### config.mk
export PLATFORM = sky130hd
export DESIGN_NAME = qau_sum
export DESIGN_NICKNAME = d
export VERILOG_FILES = /design/src/hdl/qau_pkg.sv /design/src/hdl/qau_sum.sv
export SDC_FILE = /design/constraint.sdc
export NUM_CORES = 1
export LEC_CHECK = 0
export BUFFER_PORTS_ARGS = -buffer_cell sky130_fd_sc_hd__buf_4
export CORE_UTILIZATION = 35
export DETAILED_ROUTE_END_ITERATION = 16
export SYNTH_ARGS = -nofsm -noshare
export SYNTH_HDL_FRONTEND = slang
export SYNTH_SLANG_ARGS = --single-unit
### constraint.sdc
create_clock -name aclk -period 21.6 [get_ports aclk]
set_input_delay 4.32 -clock aclk [delete_from_list [all_inputs] [get_ports aclk]]
set_output_delay 4.32 -clock aclk [all_outputs]
set_load 0.01 [all_outputs]
### src/hdl/qau_pkg.sv
// Package: shared types, constants and arithmetic helpers for the quaternion unit.
package qau_pkg;

    localparam int FRAC_BITS = 30;
    localparam int DW        = 32;
    localparam int PW        = 64;
    localparam int AW        = 68;

    typedef enum logic [1:0] {
        ACT_PRODUCT = 2'd0,
        ACT_ROTATE  = 2'd1,
        ACT_MATRIX  = 2'd2,
        ACT_CONJ    = 2'd3
    } action_t;

    typedef logic signed [DW-1:0] word_t;
    typedef logic signed [PW-1:0] prod_t;
    typedef logic signed [AW-1:0] acc_t;

    // One multiply-accumulate term: operand pair and a signed weight.
    typedef struct packed {
        word_t      x;
        word_t      y;
        logic       neg;
        logic       dbl;
    } term_t;

    typedef struct packed {
        action_t    act;
        logic       sat;
    } ctl_t;

    // Weight a product by -2, -1, 1 or 2, sign-extended to accumulator width.
    function automatic acc_t weigh(input prod_t p, input logic neg, input logic dbl);
        acc_t e;
        e = acc_t'(p);
        if (dbl) e = e <<< 1;
        if (neg) e = -e;
        return e;
    endfunction

    // Round half up, shift and saturate; sets sat on clipping.
    function automatic word_t finish(input acc_t a, output logic sat);
        acc_t r;
        r = (a + (acc_t'(1) <<< (FRAC_BITS - 1))) >>> FRAC_BITS;
        if (r > acc_t'(32'sh7FFFFFFF)) begin
            sat = 1'b1;
            return word_t'(32'sh7FFFFFFF);
        end else if (r < -(acc_t'(1) <<< (DW - 1))) begin
            sat = 1'b1;
            return word_t'(32'sh80000000);
        end
        sat = 1'b0;
        return r[DW-1:0];
    endfunction

endpackage

### src/hdl/qau_sum.sv
// Summation stage for a group of weighted products.
module qau_sum import qau_pkg::*; (
    input  logic            aclk,
    input  logic            en,
    input  prod_t [3:0]     p,
    input  logic  [3:0]     neg,
    input  logic  [3:0]     dbl,
    output acc_t            acc_o
);
    acc_t acc_reg;

    // Add the four weighted products.
    always_ff @(posedge aclk) begin
        if (en) begin
            acc_reg <= weigh(p[0], neg[0], dbl[0]) + weigh(p[1], neg[1], dbl[1])
                     + weigh(p[2], neg[2], dbl[2]) + weigh(p[3], neg[3], dbl[3]);
        end
    end

    assign acc_o = acc_reg;
endmodule

==> results of run 1 <==
## routing by layer
metal | up-vias | global-route usage (%)
met2 | 1021 | 39.33
met1 | 12140 | 37.49
met3 | 114 | 5.624
li1 | 12390 | -
met4 | 12 | 11.09
met5 | - | 0
## cells in the mapped netlist (80+ instances only)
cell / count / share of area [%]
nand2_1: 347 / 5.6
inv_1: 296 / 4.8
a21oi_1: 234 / 5.0
o21ai_0: 204 / 4.4
nor2_1: 198 / 3.2
clkbuf_1: 182 / 2.9
fa_1: 134 / 11
mux2i_1: 121 / 5.2
nand3_1: 119 / 2.5
nor3_1: 109 / 2.3
nor2b_1: 81 / 2.2
o211ai_1: 80 / 2.6
## stage by stage
stage          cell area [um^2]  util (%)  hold WS [ns]
6_report                  26630     40.43         4.347
5_1_grt                   26610     40.40         4.356
4_1_cts                   26600     40.38         4.328
3_5_place_dp              26280     39.90         4.729
3_3_place_gp              26280     39.90         4.728
2_1_floorplan             23370         -         4.433
## power by group
group / internal (mW) / switching, mW
clock: 0.101 / 0.0670
combinational: 0.741 / 1.19
sequential: 0.291 / 0.0246
## kinds of logic after synthesis
logic type / after synthesis
simple gates: 1237
xor+xnor: 131
buf+inv: 523
mux: 163
flops: 68
compound gates: 983
fa+ha+maj: 205
## cell type report
cell class                      count  area (um^2)  share of cell area (%)
Inverter                          298         1119                   4.201
Timing Repair Buffer              357         2680                   10.07
Clock inverter                      6        87.58                  0.3289
Antenna cell                       12        30.03                  0.1128
Tap cell                          864         1081                   4.060
Clock buffer                       10        229.0                  0.8600
Multi-Input combinational cell   2719        19360                   72.70
Sequential cell                    68         2042                   7.669
## path summary, 6_finish.rpt
path,from,to,slack [ns],cells after the start
setup / recovery,dbl[2],acc_o[60]$_DFFE_PP_,9.35,23
hold / removal,en,acc_o[15]$_DFFE_PP_,4.35,1
==> summary.md, run 1 <==
| Metric | Value |
|---|---|
| Slowest stage cell, crit path | a2111oi_0 |
| Initial Util | 35.48% |
| Htree depth | 3 |
| Met2 wire length | approximately 40 mm |
| Setup WS pre-CTS | 9.358 ns |
| Seq/Total Area, Yosys | 8.739% |
| Total track usage | between 20% and 30% |
| Placed cell count | 4306 |
| Worst Max-Slew Pin Slew | roughly 1.2 ns |
| Number of CTS-inserted buffers | 9 |
| Vias | about 26000 |
| Met1 WL | about 42 mm |
| Clock transition at path regs | 0.06 ns |
| Avg Inst Size Synth | 7.059 um^2 |
| P per Cell Area | slightly above 90 nW/um^2 |
| Final Hold Viols | 0 |
| Die width | 260.4 um |
| Mapped cell area | 23370 um^2 |
| Root Buffer | clkbuf_16 |
| Fmax | ~82 MHz |
| Crit path DAT | 12.35 ns |
| Syn Nets | between 3000 and 4000 |
| Post-DP HPWL | 77.42 mm |
| Met3 wire length | 8.434 mm |
| Final GP Congestion | 0.9618 |
| Max FFs per register | slightly below 70 |
| Synth Area in Compound Gates | 28.12% |
| I/O pin total | 334 |
| CP peak stage delay | roughly 1.0 ns |
| 1st-iter DRT viols | 2886 |
| Hold_buf cts | 0 |
| Most common cell after layout, fill and taps aside | buf_4 |
| Post-synthesis cell count | between 3000 and 4000 |
| Syn. warnings | 0 |
| Total core area | 65860 um^2 |
| Maxcap violations | 0 |
| CP top delay family | simple AND/OR/NAND/NOR gates |
| Row cnt | 94 |
| Nature of the critical path startpoint | input pin |
| Nets | just under 4000 |
| 1st-pass router iterations | 8 |
| IO Port Bufs | 333 |
| Setup bufs post-CTS | 0 |
| EDFF count, synth | 68 |
| Die Y | about 260 um |
| Sink Count | 68 |
| XOR/XNOR Fraction of Synth Area | under 10% |
| Vias in the first global route | ~23000 |
| Run status | completed |
| Min-Delay Path Class | input pin to flop |
| Post-Layout Cell Count | roughly 4300 |
| Tot Pwr | 2.415 mW |
| Post-CTS Resized | 0 |
| Buffers & Inverters on Critical Path | 3 |
| Most frequent cells in the layout | buf_4, nand2_1, inv_1, a21oi_1, o21ai_0 |
| First-pass GRT wire length | ~140 mm |
| Largest net degree at the start of global routing | roughly 90 |
| Min cycle time layout | 12.25 ns |
| Worst VDD drop | between 50 and 60 uV |
| Fill cells | between 7000 and 8000 |
| Vias/cell | 5.923 |
| Synth Register Bits | 68 |
| Pleak | approximately 11 nW |
| Main combinational cell family by area after synthesis | compound AO/OA/AOI/OAI gates |
| Layout cells sized above 1 | ~14% |
| Final Max Tran Viols | 0 |
| CP cell instances | buf_4 > nor2b_1 > nor4_1 > nand4b_1 > or2_2 > nor4b_2 > nand2b_1 > and3_1 > a2111oi_0 > fa_1 > inv_1 > fa_1 > inv_1 > ha_1 > nand4_1 > nor3_1 > and2_1 > o2111ai_1 > or3b_2 > a21oi_1 > o21ai_1 > a21boi_0 > o311ai_0 |
| Setup WS post-layout | 9.354 ns |
| Area share of fa/ha/maj cells after synthesis | about 15% |
| Post-synthesis mux area share | under 10% |
| CP Max Fanout | 58 |
| Required time worst endpoint | between 20 and 25 ns |
| Grt ovf | 0 |
| Routed len/inst | ~22 um |
| Primary FF master, synth | edfxtp_1 |
| Final critical-path share of the clock period | a little under three fifths |
| Antenna violations before repair | 16 |
| Post-synthesis async set-or-reset flop share | 0% |
| # DRC | 0 |
| Area Growth Syn to Fin | 13.95% |
| # setup viols final | 0 |
| Setup tns final | 0 ns |
| Critical Path End Type | flop |
| Clock Path Buffers | 2 |
| Netlist cell types | 95 |
| Slew margin rel. | between 10% and 20% |
| Synth Area in Simple Gates | a little over a quarter |
| Top sig layer | met5 |
| Detail Route Antenna Nets | 0 |
| Worst Setup Path Type | input pin to flop |
| Total die area | ~68000 um^2 |
| CTS tree | yes |
| RSZ-0062 raised after global routing | no |
| DRT Wirelength | around 94 mm |
(Power assumes the default switching activity.)
==> run 2, diff against run 1 <==
ABC_AREA = 1   (was default)
clock period = 10.9 ns   (was 21.6 ns; I/O delays follow)
==> run 2 against run 1 <==
Design area down 3.8%. Count of clock-buffer cells in the layout shrank 1. Global-route usage rose by 1.1 points. First-iteration DRC count down 28%. Non-clock buffer count decreased by 22. Worst setup slack got worse by 7.4 ns. Sequential power is 100% higher. Critical path depth grew 6. Routed wire length decreased by 2.9%. Critical path type unchanged. Clock power up 83%. Area after synthesis fell by 4.1%. Hold slack worse by 1.9 ns.
==> summary.md, run 2 <==
| Metric | Value |
|---|---|
| Clock transition at path regs | 0.07 ns (about the same) |
| CP top delay family | simple AND/OR/NAND/NOR gates |
| Required time worst endpoint | 11.03 ns (-10.68 ns) |
| Pleak | 12.50 nW (+13%) |
| I/O pin total | 334 (unchanged) |
| Register share of total power | 12.1% (-1.0 points) |
| Post-synthesis cell count | 3696 (+12%) |
| Vias/cell | 4.910 (-17%) |
| Seq/Total Area, Yosys | 9.113% (+0.37 points) |
| Die Y | 255.0 um (-2.1%) |
| DRT Wirelength | 91.11 mm (-2.9%) |
| Root Buffer | clkbuf_16 |
| Worst VDD drop | 96.28 uV (+87%) |
| Logic pwr share | 82.0% (+2.0 points) |
| Syn. warnings | 0 (unchanged) |
| Placed cell area | 25320 um^2 (-3.6%) |
| Mapped cell area | 22410 um^2 (-4.1%) |
| Number of CTS-inserted buffers | 9 (unchanged) |
| Die width | 255.0 um (-2.1%) |
| Routed len/inst | 18.95 um (-12%) |
| Detail Route Antenna Nets | 0 (unchanged) |
| WHS | 2.430 ns (-1.918 ns) |
| Primary FF master, synth | edfxtp_1 |
| Setup WS post-layout | 1.928 ns (-7.426 ns) |
| Main combinational cell family by area after synthesis | simple AND/OR/NAND/NOR gates |
| Fin util | 40.55% (+0.12 points) |
| Area Growth Syn to Fin | 14.36% |
| CP Max Fanout | 89 (+53%) |
| Area of the multi-input gates | 16680 um^2 (-14%) |
| Most common cell after layout, fill and taps aside | nand2_1 |
| FF/Latch Area | 2042 um^2 (unchanged) |
| Placed cell count | 4791 (+11%) |
| Clock share of power | 5.9% (-1.1 points) |
| Clock Path Buffers | 2 (unchanged) |
| Final GP Congestion | 1.033 (+7.4%) |
| Syn Nets | 4167 (+10%) |
| Slew margin rel. | 28.20% (+11 points) |
| Fmax | around 110 MHz |
| CTS tree | yes |
| Most numerous cell on the critical path | nand2_1 |
| Critical Path End Type | flop |
| Pint | 2.250 mW (+99%) |
| Worst Max-Slew Pin Slew | 1.066 ns (-0.1473 ns) |
| Setup tns final | 0 ns (unchanged) |
| Total core area | 63200 um^2 (-4.1%) |
| EDFF count, synth | 68 (unchanged) |
| Setup bufs post-CTS | 0 (unchanged) |
| Area contributors post-synth | nand2_1, inv_1, fa_1 |
| Yosys top cell by area | nand2_1 |
| Final critical-path share of the clock period | slightly above 80% |
| Initial Util | 35.46% (about the same) |
| XOR/XNOR Fraction of Synth Area | 12.12% (+7.1 points) |
| Antenna violations before repair | 0 (-16) |
| # DRC | 0 (unchanged) |
| Crit path DAT | 9.10 ns (-3.25 ns) |
| Largest net degree at the start of global routing | 90 (+1.1%) |
| Setup WS pre-CTS | 1.661 ns (-7.696 ns) |
| Netlist cell types | 58 (-39%) |
| Psw | 3.001 mW (+130%) |
| Sw Share | 57.14% (+4.1 points) |
| Yosys top cell area share | 13.97% (+2.5 points) |
| Hold_buf cts | 0 (unchanged) |
| Run status | completed |
| 1st-pass router iterations | 6 (-2) |
| 1st-iter DRT viols | 2065 (-28%) |
| Min-Delay Path Class | input pin to flop |
| Sink Count | 68 (unchanged) |
| CP peak stage delay | 0.71 ns (-0.32 ns) |
| P per Cell Area | 204.9 nW/um^2 (+130%) |
| Post-CTS Resized | 0 (unchanged) |
| # setup viols final | 0 (unchanged) |
| Nets | 4427 (+13%) |
| Max FFs per register | 68 (unchanged) |
| Row cnt | 92 (-2.1%) |
| RSZ-0062 raised after global routing | no |
| Post-synthesis async set-or-reset flop share | 0% (unchanged) |
| Slowest stage cell, crit path | o21ai_0 |
| Total track usage | 27.85% (+1.1 points) |
| Buffers & Inverters on Critical Path | 6 (+3) |
| Final Hold Viols | 0 (unchanged) |
| Synth Register Bits | 68 (unchanged) |
| First-pass GRT wire length | 134.1 mm (-3.6%) |
| Worst Setup Path Type | input pin to flop |
| Total die area | 65040 um^2 (-4.1%) |
| Synth Area in Simple Gates | 31.33% (+4.2 points) |
| Post-DP HPWL | 81.48 mm (+5.2%) |
| Layout cells sized above 1 | 13.15% (-0.76 points) |
| Vias in the first global route | 22310 (-1.9%) |
| Avg Inst Size Synth | 6.062 um^2 (-14%) |
| Most frequent cells after synthesis | nand2_1, inv_1, nor2_1, xor2_1, o21ai_0 |
| Tot Pwr | 5.251 mW (+120%) |
| Most frequent cells in the layout | nand2_1, inv_1, nor2_1, buf_4, xor2_1 |
| Final Max Tran Viols | 0 (unchanged) |
| Post-Layout Cell Count | 4808 (+11%) |
| Grt ovf | 0 (unchanged) |
| Fill cells | 7085 (+0.88%) |
| Vias | 23610 (-8.1%) |
| Min cycle time layout | between 8 and 9 ns |
| Maxcap violations | 0 (unchanged) |
| Synth Area in Compound Gates | 14.93% (-13 points) |
| IO Port Bufs | 333 (unchanged) |
| Nature of the critical path startpoint | input pin |
| Post-synthesis mux area share | 0.1508% (-7.1 points) |
| Area share of fa/ha/maj cells after synthesis | 15.94% (+0.65 points) |
| Most frequent cell after synthesis | nand2_1 |
| Htree depth | 3 (unchanged) |
| Design area | 25620 um^2 (-3.8%) |
-- run 2: cell types whose count changed after synthesis, sizes merged, moves of 102 or more --
cell	before	now
a21oi	235	133
clkbuf	182	20
inv	296	802
mux2i	121	3
nand2	348	855
nor2	198	492
o21ai	208	360
xor2	69	231
-- run 2: cell families (layout without fill, tap and decap cells) --
| kind of cell | Yosys count | in the layout |
|---|---|---|
| AO/OA/AOI/OAI | 585 | 585 |
| XOR/XNOR | 310 | 310 |
| adder cells (fa/ha/maj) | 205 | 205 |
| buffers and inverters | 889 | 1154 |
| flip-flops | 68 | 68 |
| multiplexers | 3 | 3 |
| other | 0 | 1 |
| AND/OR/NAND/NOR | 1636 | 1636 |
-- run 2: routing by layer --
| layer | track usage (%) | share of wire, % | up-vias | wire length, um |
|---|---|---|---|---|
| met2 | 44.81 | 45 | 815 | 40570 |
| li1 | - | - | 11930 | - |
| met5 | 0 | 0 | - | 0 |
| met3 | 2.349 | 5.8 | 128 | 5271 |
| met1 | 38.25 | 45 | 10730 | 41420 |
| met4 | 11.36 | 4.2 | 0 | 3858 |
-- run 2: power by group through the flow --
stage | combinational, mW | clock [mW] | sequential [mW]
floorplan | 2.69 | 0 | 0.712
detailed placement | 4.25 | 0 | 0.648
CTS | 4.26 | 0.316 | 0.644
finish | 4.30 | 0.308 | 0.638
global placement | 4.25 | 0 | 0.651
global route | 4.77 | 0.324 | 0.655
-- run 2: final timing paths --
kind                  startpoint                  end  slack (ns)  cells after the start
worst max-delay path      dbl[0]  acc_o[46]$_DFFE_PP_        1.93                     29
worst min-delay path      p[192]   acc_o[0]$_DFFE_PP_        2.43                      4
-- run 2: layout make-up --
cell class / count / share of cell area [%]
multi-input combinational: 2739 / 65.11
inverter: 803 / 11.79
timing repair buffer: 335 / 9.815
sequential: 68 / 7.969
tap: 846 / 4.131
clock buffer: 9 / 0.8790
clock inverter: 7 / 0.2930
antenna: 1 / 0.009766
